## src/rtl/tspp_pkg.sv

```systemverilog
// ----------------------------------------------------------------------------
// tspp_pkg: shared types and constants of the TS packet header parser
// Sync constants, result codes, the lock mode type and the result record.
// ----------------------------------------------------------------------------
`default_nettype none

package tspp_pkg;

	// transport stream framing
	localparam logic [7:0] SYNC_BYTE  = 8'h47;
	localparam int         CORE_BYTES = 188;
	localparam logic [7:0] ADAPT_MAX  = 8'(CORE_BYTES - 5);
	localparam int         PCR_MULT   = 300;
	localparam int         PCR_W      = 42;

	// result kinds
	localparam logic KIND_HEADER  = 1'b0;
	localparam logic KIND_PAYLOAD = 1'b1;

	// output bus width: all fields but kind and last, padded to bytes
	localparam int FIELD_BITS = 13 + 1 + 1 + 2 + 2 + 4 + 1 + PCR_W + 8;
	localparam int OUT_DATA_W = ((FIELD_BITS + 7) / 8) * 8;

	// sync acquisition mode
	typedef enum logic [1:0] {
		MODE_HUNT,
		MODE_CAND,
		MODE_LOCK
	} tspp_mode_t;

	// one result word
	typedef struct packed {
		logic             kind;
		logic [12:0]      pid;
		logic             unit_start;
		logic             tei;
		logic [1:0]       scramble;
		logic [1:0]       adapt;
		logic [3:0]       cc;
		logic             pcr_present;
		logic [PCR_W-1:0] pcr_value;
		logic [7:0]       payload_byte;
		logic             last;
	} tspp_result_t;

endpackage

`default_nettype wire

```

## src/rtl/tspp_core.sv

```systemverilog
// ----------------------------------------------------------------------------
// tspp_core: sync tracking and header field extraction
// Consumes one stream byte per step, keeps lock and packet position state and
// forms the result word the byte produces, if any.
// ----------------------------------------------------------------------------
`default_nettype none

module tspp_core #(
	parameter int PACKET_BYTES = 188
) (
	input  wire logic                  clk,
	input  wire logic                  arst_n,
	input  wire logic                  step,
	input  wire logic [7:0]            byte_in,
	output logic                       res_valid,
	output tspp_pkg::tspp_result_t     res
);
	import tspp_pkg::*;

	localparam int POS_W = $clog2(PACKET_BYTES + 1);

	tspp_mode_t       mode_q, mode_d;
	logic [POS_W-1:0] pos_q, pos_d, pos_inc;
	logic [23:0]      hdr_q, hdr_d;
	logic [7:0]       arem_q, arem_d;
	logic [39:0]      pcr_q, pcr_d;
	logic             pflag_q, pflag_d;
	logic [1:0]       ac;
	logic [32:0]      pcr_base;
	logic [8:0]       pcr_ext;
	logic [PCR_W-1:0] pcr_ticks;

	// clock reference from five held bytes plus the current one
	assign pcr_base  = pcr_q[39:7];
	assign pcr_ext   = {pcr_q[0], byte_in};
	assign pcr_ticks = ({9'b0, pcr_base} * PCR_W'(PCR_MULT)) + PCR_W'(pcr_ext);

	assign ac      = hdr_q[5:4];
	assign pos_inc = (pos_q == POS_W'(PACKET_BYTES - 1)) ? '0 : pos_q + 1'b1;

	// state registers
	always_ff @(posedge clk or negedge arst_n) begin
		if (!arst_n) begin
			mode_q  <= MODE_HUNT;
			pos_q   <= '0;
			hdr_q   <= '0;
			arem_q  <= '0;
			pcr_q   <= '0;
			pflag_q <= 1'b0;
		end else if (step) begin
			mode_q  <= mode_d;
			pos_q   <= pos_d;
			hdr_q   <= hdr_d;
			arem_q  <= arem_d;
			pcr_q   <= pcr_d;
			pflag_q <= pflag_d;
		end
	end

	// next state and result
	always_comb begin
		mode_d  = mode_q;
		pos_d   = pos_q;
		hdr_d   = hdr_q;
		arem_d  = arem_q;
		pcr_d   = pcr_q;
		pflag_d = pflag_q;

		res_valid        = 1'b0;
		res.kind         = KIND_HEADER;
		res.pcr_present  = 1'b0;
		res.pcr_value    = '0;
		res.payload_byte = '0;
		res.last         = 1'b0;

		unique case (mode_q)
			MODE_HUNT: begin
				if (byte_in == SYNC_BYTE) begin
					mode_d = MODE_CAND;
					pos_d  = POS_W'(1);
				end
			end
			MODE_CAND: begin
				if (pos_q < POS_W'(PACKET_BYTES)) begin
					pos_d = pos_q + 1'b1;
				end else if (byte_in == SYNC_BYTE) begin
					mode_d  = MODE_LOCK;
					pos_d   = POS_W'(1);
					hdr_d   = '0;
					arem_d  = '0;
					pflag_d = 1'b0;
				end else begin
					mode_d = MODE_HUNT;
					pos_d  = '0;
				end
			end
			MODE_LOCK: begin
				pos_d = pos_inc;
				if (pos_q == '0) begin
					// sync position
					if (byte_in != SYNC_BYTE) begin
						mode_d = MODE_HUNT;
						pos_d  = '0;
					end
				end else if (pos_q <= POS_W'(3)) begin
					// header bytes 1..3
					hdr_d = {hdr_q[15:0], byte_in};
					if (pos_q == POS_W'(3)) begin
						arem_d  = '0;
						pflag_d = 1'b0;
						if (!byte_in[5]) begin
							res_valid = 1'b1;
						end
					end
				end else if (pos_q == POS_W'(4) && ac[1]) begin
					// adaptation field length
					arem_d  = (byte_in > ADAPT_MAX) ? ADAPT_MAX : byte_in;
					pflag_d = 1'b0;
					if (byte_in == '0) begin
						res_valid = 1'b1;
					end
				end else if (ac[1] && arem_q != '0 && pos_q >= POS_W'(5)) begin
					// adaptation field body
					if (pos_q == POS_W'(5)) begin
						if (byte_in[4] && arem_q >= 8'd7) begin
							pflag_d = 1'b1;
							pcr_d   = '0;
						end else begin
							res_valid = 1'b1;
						end
					end else if (pflag_q && pos_q <= POS_W'(11)) begin
						pcr_d = {pcr_q[31:0], byte_in};
						if (pos_q == POS_W'(11)) begin
							res_valid       = 1'b1;
							res.pcr_present = 1'b1;
							res.pcr_value   = pcr_ticks;
						end
					end
					arem_d = arem_q - 1'b1;
				end else if (ac[0] && pos_q >= POS_W'(4) && pos_q < POS_W'(CORE_BYTES)) begin
					// payload byte
					res_valid        = 1'b1;
					res.kind         = KIND_PAYLOAD;
					res.payload_byte = byte_in;
					res.last         = (pos_q == POS_W'(CORE_BYTES - 1));
				end
			end
			default: begin
				mode_d = MODE_HUNT;
				pos_d  = '0;
			end
		endcase

		// header fields from the latched (or just completed) header
		res.pid        = {hdr_d[20:16], hdr_d[15:8]};
		res.unit_start = hdr_d[22];
		res.tei        = hdr_d[23];
		res.scramble   = hdr_d[7:6];
		res.adapt      = hdr_d[5:4];
		res.cc         = hdr_d[3:0];
	end

endmodule

`default_nettype wire

```

## src/rtl/ts_packet_header_parser_unit.sv

```systemverilog
// ----------------------------------------------------------------------------
// ts_packet_header_parser_unit: MPEG-2 transport stream header parser
// Finds packet sync, then emits one header word per packet and one word per
// payload byte.
// ----------------------------------------------------------------------------
// Input stream: one transport stream byte per word on s_axis. Output stream:
// m_axis_tuser says header (0) or payload (1); tlast marks the final payload
// byte of a packet. Header words carry PID, flags, continuity counter and,
// when the adaptation field holds one, the clock reference in 27 MHz ticks.
// Two register stages: a byte is held in the input register, then parsed
// into the result register, from which its result is offered on m_axis.
// One byte per cycle is sustained while m_axis does not stall; bytes that
// yield no result (sync, hunting, adaptation bytes) still take a parse step.
// Lock needs a 0x47 followed by another 0x47 PACKET_BYTES later; the bytes of
// that first candidate packet give no output.
// Reset puts the block in the hunting state with both registers empty.
// When the receiver stalls, the result register holds its word; the input
// register absorbs one more byte, after which s_axis_tready drops until the
// result is taken.
// ----------------------------------------------------------------------------
`default_nettype none

module ts_packet_header_parser_unit #(
	parameter int PACKET_BYTES = 188
) (
	input  wire logic                            clk,
	input  wire logic                            arst_n,
	input  wire logic                            s_axis_tvalid,
	output logic                                 s_axis_tready,
	input  wire logic [7:0]                      s_axis_tdata,  // stream_byte
	output logic                                 m_axis_tvalid,
	input  wire logic                            m_axis_tready,
	// packet_pid, unit_start, transport_error, scramble_bits, adapt_control,
	// cont_count, pcr_present, pcr_value, payload_byte, zero pad
	output logic [tspp_pkg::OUT_DATA_W-1:0]      m_axis_tdata,
	output logic [0:0]                           m_axis_tuser,  // result_kind
	output logic                                 m_axis_tlast   // payload_last
);
	import tspp_pkg::*;

	logic         in_valid_s1;
	logic [7:0]   in_byte_s1;
	logic         res_valid_s2;
	tspp_result_t res_s2;
	logic         step;
	logic         core_valid;
	tspp_result_t core_res;

	// parse one held byte whenever the result register can take its output
	assign step          = in_valid_s1 && (!res_valid_s2 || m_axis_tready);
	assign s_axis_tready = !in_valid_s1 || step;

	// input register
	always_ff @(posedge clk or negedge arst_n) begin
		if (!arst_n) begin
			in_valid_s1 <= 1'b0;
		end else if (s_axis_tready) begin
			in_valid_s1 <= s_axis_tvalid;
		end
	end

	always_ff @(posedge clk) begin
		if (s_axis_tready && s_axis_tvalid) begin
			in_byte_s1 <= s_axis_tdata;
		end
	end

	tspp_core #(
		.PACKET_BYTES(PACKET_BYTES)
	) u_core (
		.clk      (clk),
		.arst_n   (arst_n),
		.step     (step),
		.byte_in  (in_byte_s1),
		.res_valid(core_valid),
		.res      (core_res)
	);

	// result register
	always_ff @(posedge clk or negedge arst_n) begin
		if (!arst_n) begin
			res_valid_s2 <= 1'b0;
		end else if (step) begin
			res_valid_s2 <= core_valid;
		end else if (m_axis_tready) begin
			res_valid_s2 <= 1'b0;
		end
	end

	always_ff @(posedge clk) begin
		if (step && core_valid) begin
			res_s2 <= core_res;
		end
	end

	// output packing
	assign m_axis_tvalid = res_valid_s2;
	assign m_axis_tuser  = res_s2.kind;
	assign m_axis_tlast  = res_s2.last;
	assign m_axis_tdata  = {
		(OUT_DATA_W - FIELD_BITS)'(0),
		res_s2.payload_byte,
		res_s2.pcr_value,
		res_s2.pcr_present,
		res_s2.cc,
		res_s2.adapt,
		res_s2.scramble,
		res_s2.tei,
		res_s2.unit_start,
		res_s2.pid
	};

	// input side only backs up behind a stalled result
	a_ready_only_on_stall: assert property (@(posedge clk) disable iff (!arst_n)
		!s_axis_tready |-> (m_axis_tvalid && !m_axis_tready))
		else $error("input stalled without an output stall");

	// last marker only on payload words
	a_last_on_payload: assert property (@(posedge clk) disable iff (!arst_n)
		(m_axis_tvalid && m_axis_tlast) |-> (m_axis_tuser[0] == KIND_PAYLOAD))
		else $error("tlast on a header word");

	// payload words never carry a clock reference
	a_no_pcr_on_payload: assert property (@(posedge clk) disable iff (!arst_n)
		(m_axis_tvalid && m_axis_tuser[0] == KIND_PAYLOAD) |-> !res_s2.pcr_present)
		else $error("clock reference on a payload word");

	// clock reference needs an adaptation field
	a_pcr_needs_adapt: assert property (@(posedge clk) disable iff (!arst_n)
		(m_axis_tvalid && res_s2.pcr_present) |-> res_s2.adapt[1])
		else $error("clock reference without adaptation field");

endmodule

`default_nettype wire
```

## config.mk

```make
export PLATFORM = sky130hd
export DESIGN_NAME = ts_packet_header_parser_unit
export DESIGN_NICKNAME = d
export VERILOG_FILES = /design/src/rtl/tspp_pkg.sv /design/src/rtl/tspp_core.sv /design/src/rtl/ts_packet_header_parser_unit.sv
export SDC_FILE = /design/constraint.sdc
export NUM_CORES = 1
export LEC_CHECK = 0
export ABC_CLOCK_PERIOD_IN_PS = 8800
export BUFFER_PORTS_ARGS = -buffer_cell sky130_fd_sc_hd__buf_4
export CAP_MARGIN = 20
export CELL_PAD_IN_SITES_DETAIL_PLACEMENT = 1
export CELL_PAD_IN_SITES_GLOBAL_PLACEMENT = 1
export CORE_MARGIN = 4
export CORE_UTILIZATION = 48
export DETAILED_ROUTE_END_ITERATION = 7
export PLACE_DENSITY = 0.8
export SYNTH_ARGS = -nofsm -noshare
export SYNTH_HDL_FRONTEND = slang
export SYNTH_SLANG_ARGS = --single-unit
```

## constraint.sdc

```tcl
create_clock -name clk -period 8.8 [get_ports clk]
set_input_delay 0.88 -clock clk [delete_from_list [all_inputs] [get_ports clk]]
set_output_delay 0.88 -clock clk [all_outputs]
set_load 0.01 [all_outputs]
```

== Word-level counts from Yosys, hierarchy flattened ==
Index checks and enable logic that the tools add are counted.

* $mul: 1
* Bitwise gates (word level): 8
* Add/subtract/negate cells: 3
* Reduce and logical (&&, ||, !) cells: 30
* Multiplexer cells: 56
* $lt $le $gt $ge: 7
* Equality and inequality tests: 20

{| class="wikitable"
|+ Operators by type and width
! cell !! number
|-
| $mux 40 || 3
|-
| $mux 8 || 13
|-
| $mux 24 || 4
|-
| $pmux 24 s2 || 1
|-
| $mux 43 || 1
|-
| $add 42x9->42 || 1
|-
| $mul 33x7->40 const B || 1
|-
| $mux 1 || 25
|-
| $ge 8x3->1 const B || 3
|-
| $pmux 8 s3 || 1
|-
| $eq 8x3->1 const B || 2
|-
| $logic_not 8->1 || 2
|-
| $pmux 8 s2 || 1
|-
| $ne 4x1->1 const B || 3
|-
| $logic_and 1x1->1 || 10
|-
| $mux 2 || 5
|-
| $reduce_and 9->1 || 1
|-
| $add 8x1->8 const B || 1
|-
| $eq 8x2->1 const B || 1
|-
| $eq 8x4->1 const B || 1
|-
| $eq 8x7->1 const B || 1
|-
| $eq 8x8->1 const B || 1
|-
| $gt 8x8->1 const B || 1
|-
| $le 8x2->1 const B || 1
|-
| other kinds (25) || 41
|}

* Output and inout port bits: 84
* Input port bits: 12
* Register bits: 168
* Word-level logic and storage cells: 145

== Longest topological paths before layout ==
* Word-level depth: 10
* Depth in mapped cells: 18
* Depth with buffers taken out: 18

== Hierarchy ==
A second synthesis with hierarchy kept.

* Cell total of the unflattened synthesis: 1338
* Area, all modules: 12967.4 um^2

{| class="wikitable"
|+ Modules (own cells, without submodules)
! module !! cells an instance !! area each (um^2) !! times used
|-
| tspp_core || 1237 || 10287.4 || 1
|-
| ts_packet_header_parser_unit || 101 || 2680.1 || 1
|}

== Worst setup path before layout ==
Ideal clock, no wire load.

* Path kind: reg2reg
* Start: reg u_core.pos_q[6]
* End: reg res_valid_s2, in the netlist m_axis_tvalid
* Clock period less this slack: 6.289 ns
* Path buffers: 0
* Cell stages (with the launch flop): 8
* Slack: 2.511 ns
* Library setup time: 0.091 ns
* Arrival time: 6.198 ns
* Path through: dfrtp_1 > or4_1 > nor2_1 > a21oi_1 > o21ai_0 > nand2_1 > a31oi_1 > or2_2

* Word-level cells in the longest chain between the ends: 10
* Elaborated cells between the ends (all ways): 26

{| class="wikitable"
|+ RTL lines
! item !! line !! source
|-
| start: declaration || tspp_core.sv:23 || <nowiki>logic [POS_W-1:0] pos_q, pos_d, pos_inc;</nowiki>
|-
| start signal: assignment || tspp_core.sv:52 || <nowiki>pos_q <= pos_d;</nowiki>
|-
| $le 8x4->1 (tied with other cells) || tspp_core.sv:131 || <nowiki>end else if (pflag_q && pos_q <= POS_W'(11)) begin</nowiki>
|-
| $logic_and 1x1->1 (tied with other cells) || tspp_core.sv:131 ||
|-
| $mux 1 or $logic_and 1x1->1 (tied branches) || tspp_core.sv:131, tspp_core.sv:140 ||
|-
| $mux 1 (on tied branches) || tspp_core.sv:124, tspp_core.sv:140 ||
|-
| $mux 1 || tspp_core.sv:122 || <nowiki>end else if (ac[1] && arem_q != '0 && pos_q >= POS_W'(5)) begin</nowiki>
|-
| $mux 1 || tspp_core.sv:115 || <nowiki>end else if (pos_q == POS_W'(4) && ac[1]) begin</nowiki>
|-
| $mux 1 || tspp_core.sv:105 || <nowiki>end else if (pos_q <= POS_W'(3)) begin</nowiki>
|-
| $mux 1 * || tspp_core.sv:99 || <nowiki>if (pos_q == '0) begin</nowiki>
|-
| $mux 1 * || tspp_core.sv:76 || <nowiki>unique case (mode_q)</nowiki>
|-
| $mux 1 * || ts_packet_header_parser_unit.sv:83 || <nowiki>end else if (step) begin</nowiki>
|-
| end signal: assignment || ts_packet_header_parser_unit.sv:84 || <nowiki>res_valid_s2 <= core_valid;</nowiki>
|-
| end: declaration || ts_packet_header_parser_unit.sv:43 || <nowiki>logic res_valid_s2;</nowiki>
|}

Mark *: on every way between the ends. The rest lies on a longest branch, timed or not.
A chain may end at the register's enable or synchronous reset.

== Worst setup path after layout ==
* Start: reg u_core.pcr_q[15]
* End: reg res_s2, in the netlist m_axis_tdata[57], data pin

* Word-level cells in the longest chain between the ends: 2

{| class="wikitable"
|+ RTL lines
! item !! line !! source
|-
| start: declaration || tspp_core.sv:26 || <nowiki>logic [39:0] pcr_q, pcr_d;</nowiki>
|-
| start signal: assignment || tspp_core.sv:55 || <nowiki>pcr_q <= pcr_d;</nowiki>
|-
| $mul 33x7->40 || tspp_core.sv:36 || <nowiki>assign pcr_ticks = ({9'b0, pcr_base} * PCR_W'(PCR_MULT)) + PCR_W'(pcr_ext);</nowiki>
|-
| $add 42x9->42 || tspp_core.sv:36 ||
|-
| end signal: assignment || ts_packet_header_parser_unit.sv:92 || <nowiki>res_s2 <= core_res;</nowiki>
|-
| end: declaration || ts_packet_header_parser_unit.sv:44 || <nowiki>tspp_result_t res_s2;</nowiki>
|}

Every way passes these cells.

==> results.yml <==
status:
  status: "completed"
synthesis:
  synth_edf_count: 84
  ys_seq_area_frac: 0.358
  synthArstFlopShare: 0.500
  synth-seq-cells: 168
  synth_cell_types: 77
  ys_warn_count: 0
  syn_area_per_cell_um2: 9.63
  postSynthCellCount: 1342
  synthesis.area_mm2: 0.0129
  synthFlopType: "edfxtp_1"
final_layout:
  layout_common_cells: "149 x inv_1, 137 x nand2_1, 130 x ha_1, 95 x buf_4, 87 x nor2_1"
  syn2layout_area_growth_pct: 12.3
  final_area_mm2: 0.0145
  final_common_cell: "inv_1"
  n_fill_cell: 2960
  regArea_mm2: 0.00462
  drive_gt1_frac: 0.122
  nNetsFinal: 1606
  n_antenna_cell: 0
  multi_input_area_mm2: 0.00754
timing:
  finalMaxSlewViolations: 0
  finalCritPeriodShare: 0.679
  setup_tns_ns: 0
  skew_ns: 0.0199
  max_freq_ghz: 0.167
  rsz0062_at_grt: "false"
  whs_ns: 0.392
  tightest_slew_ns: 0.977
  final-hold-violation-count: 0
  period_needed_ns: 5.98
  finalSetupViolCount: 0
  maxSlewHeadroom: 0.349
clock_network:
  cts_tree: "done"
  cts_buffers: 17
  cts_root_buf: "clkbuf_16"
  holdBufCountCts: 0
  clk_pin_slew_ns: 0.09
  clock_latency_ns: 0.45
  postCtsSetupRepairBufs: 0
  clkSinkCount: 168
  htreeDepth: 4
  cts_max_path_buffers: 2
  cts_resized: 0
die:
  row_count: 59
  dieHeight_um: 172
  ioPinCount: 96
  core_region_area_mm2: 0.0263
  die_w_um: 172
  start_util: 0.492
  die_area_mm2: 0.0296
global_routing:
  gr-total-overflow: 0
  antenna_found_initial: 0
  grt_pass1_vias: 11200
  grt_pass1_wl_mm: 59.4
  track_usage: 0.253
  grt_max_degree: 81
routing:
  wire_per_inst_um: 20.9
  drc: 0
  via_count: 10400
  ant_nets: 0
  dr.pass1.iters: 5
  totalWireLength_mm: 36.7
  vias_per_cell: 5.95
  drtIter0Drc: 624
power:
  p_total_mw: 1.84
  powerDensity_mw_per_mm2: 127
  vdd.ir_drop.worst_mv: 0.129
  leakage_nw: 6.95
setup_path:
  crit_fanout: 7
  startpoint_type: "flip-flop"
  endpoint_kind: "flip-flop"
  required_ns: 8.98
  reg2reg_slack_ns: 2.82
  arrival_ns: 6.16
  crit_type: "reg -> reg"
job:
  cap_violations: 0
placement:
  gp_congestion: 0.870
  placed_area_mm2: 0.0139
  port-buffer-count: 89
  dpl.hpwl_mm: 27.7
min_path:
  hold_class: "in -> async"
[cell families after synthesis]
logic type | synth area share
multiplexers | 0.0225
AND/OR/NAND/NOR | 0.156
flip-flops | 0.358
adder cells (fa/ha/maj) | 0.216
buffers and inverters | 0.0631
AO/OA/AOI/OAI | 0.148
other | 0.000290
XOR/XNOR | 0.0366
[where the power goes]
group	switching (mW)	internal [mW]	total, mW	leakage (nW)
registers	0.0267	0.832	0.859	2.13
logic	0.123	0.0471	0.170	4.52
clock network	0.419	0.396	0.815	0.305
total	0.569	1.27	1.84	6.95
[cells in the mapped netlist, types with 16 or more instances]
| library cell | count | area, µm² |
|---|---|---|
| xor2_1 | 19 | 166 |
| nand3_1 | 24 | 120 |
| nor2_1 | 87 | 327 |
| and2_1 | 17 | 106 |
| dfrtp_1 | 84 | 2100 |
| nand4_1 | 29 | 181 |
| inv_1 | 149 | 559 |
| o31ai_1 | 23 | 173 |
| mux2_2 | 24 | 270 |
| o21ai_0 | 83 | 415 |
| edfxtp_1 | 84 | 2520 |
| ha_1 | 130 | 1630 |
| a21oi_1 | 70 | 350 |
| clkbuf_1 | 34 | 128 |
| fa_1 | 58 | 1160 |
| nor3_1 | 21 | 105 |
| a21o_1 | 19 | 143 |
| nand2_1 | 137 | 514 |
| a22o_1 | 23 | 201 |
| xnor2_1 | 35 | 307 |
| nor4_1 | 16 | 100 |
[flip-flops by register name (all words and copies together) (netlist names)]
register,flops
u_core.hdr_q,23
u_core.pcr_q,40
m_axis_tdata,74
m_axis_tuser,1
m_axis_tvalid,1
u_core.arem_q,8
u_core.pflag_q,1
u_core.mode_q,2
in_valid_s1,1
in_byte_s1,8
u_core.pos_q,8
m_axis_tlast,1
[critical path, stage by stage (launching register included)]
cell and delay [ns]:
dfrtp_1 0.54, ha_1 0.30, ha_1 0.30, fa_1 0.54, inv_1 0.06, fa_1 0.49
inv_1 0.04, ha_1 0.39, a21oi_1 0.37, nand2b_1 0.17, o21ai_0 0.40, a21o_1 0.30
xnor2_1 0.20, and2_0 0.41, nand4_1 0.39, nor4_1 0.51, xor2_1 0.21, nor2_1 0.07
[layout make-up]
class | count | share of cell area
multi-input cells | 974 | 0.519
flip-flops and latches | 168 | 0.319
repair buffers | 96 | 0.0510
inverters | 149 | 0.0385
clock buffers | 17 | 0.0293
well taps | 335 | 0.0289
clock inverters | 15 | 0.0146
[per-stage QoR]
| stage | worst slack (ns) | std cells | utilization |
|---|---|---|---|
| after CTS | 2.97 | 1753 | 0.551 |
| after global placement | 3.19 | 1721 | 0.527 |
| final | 2.82 | 1754 | 0.552 |
| after floorplan | 2.51 | 1347 | - |
| after global routing | 2.57 | 1754 | 0.552 |
| after detailed placement | 3.05 | 1721 | 0.527 |
[per-layer routing]
| layer | wire (µm) | up-vias | GRT usage | share of wire |
|---|---|---|---|---|
| met5 | 0 | - | 0 | 0 |
| met4 | 1010 | 0 | 0.0820 | 0.027 |
| met3 | 1220 | 70 | 0.0299 | 0.033 |
| met2 | 18700 | 217 | 0.447 | 0.51 |
| met1 | 15800 | 5285 | 0.326 | 0.43 |
| li1 | - | 4862 | - | - |
[path summary, 6_finish.rpt]
kind | startpoint | endpoint | cells past startpoint
max | u_core.pcr_q[15] | m_axis_tdata[57] | 17
min | arst_n | u_core.hdr_q[20] | 1
max reg2reg | u_core.pcr_q[15] | m_axis_tdata[57] | 17
min reg2reg | u_core.pcr_q[5] | u_core.pcr_q[5] | 2
max in group asynchronous | arst_n | u_core.pcr_q[27] | 2
min in group clk | u_core.pcr_q[5] | u_core.pcr_q[5] | 2
(Power assumes the default switching activity.)
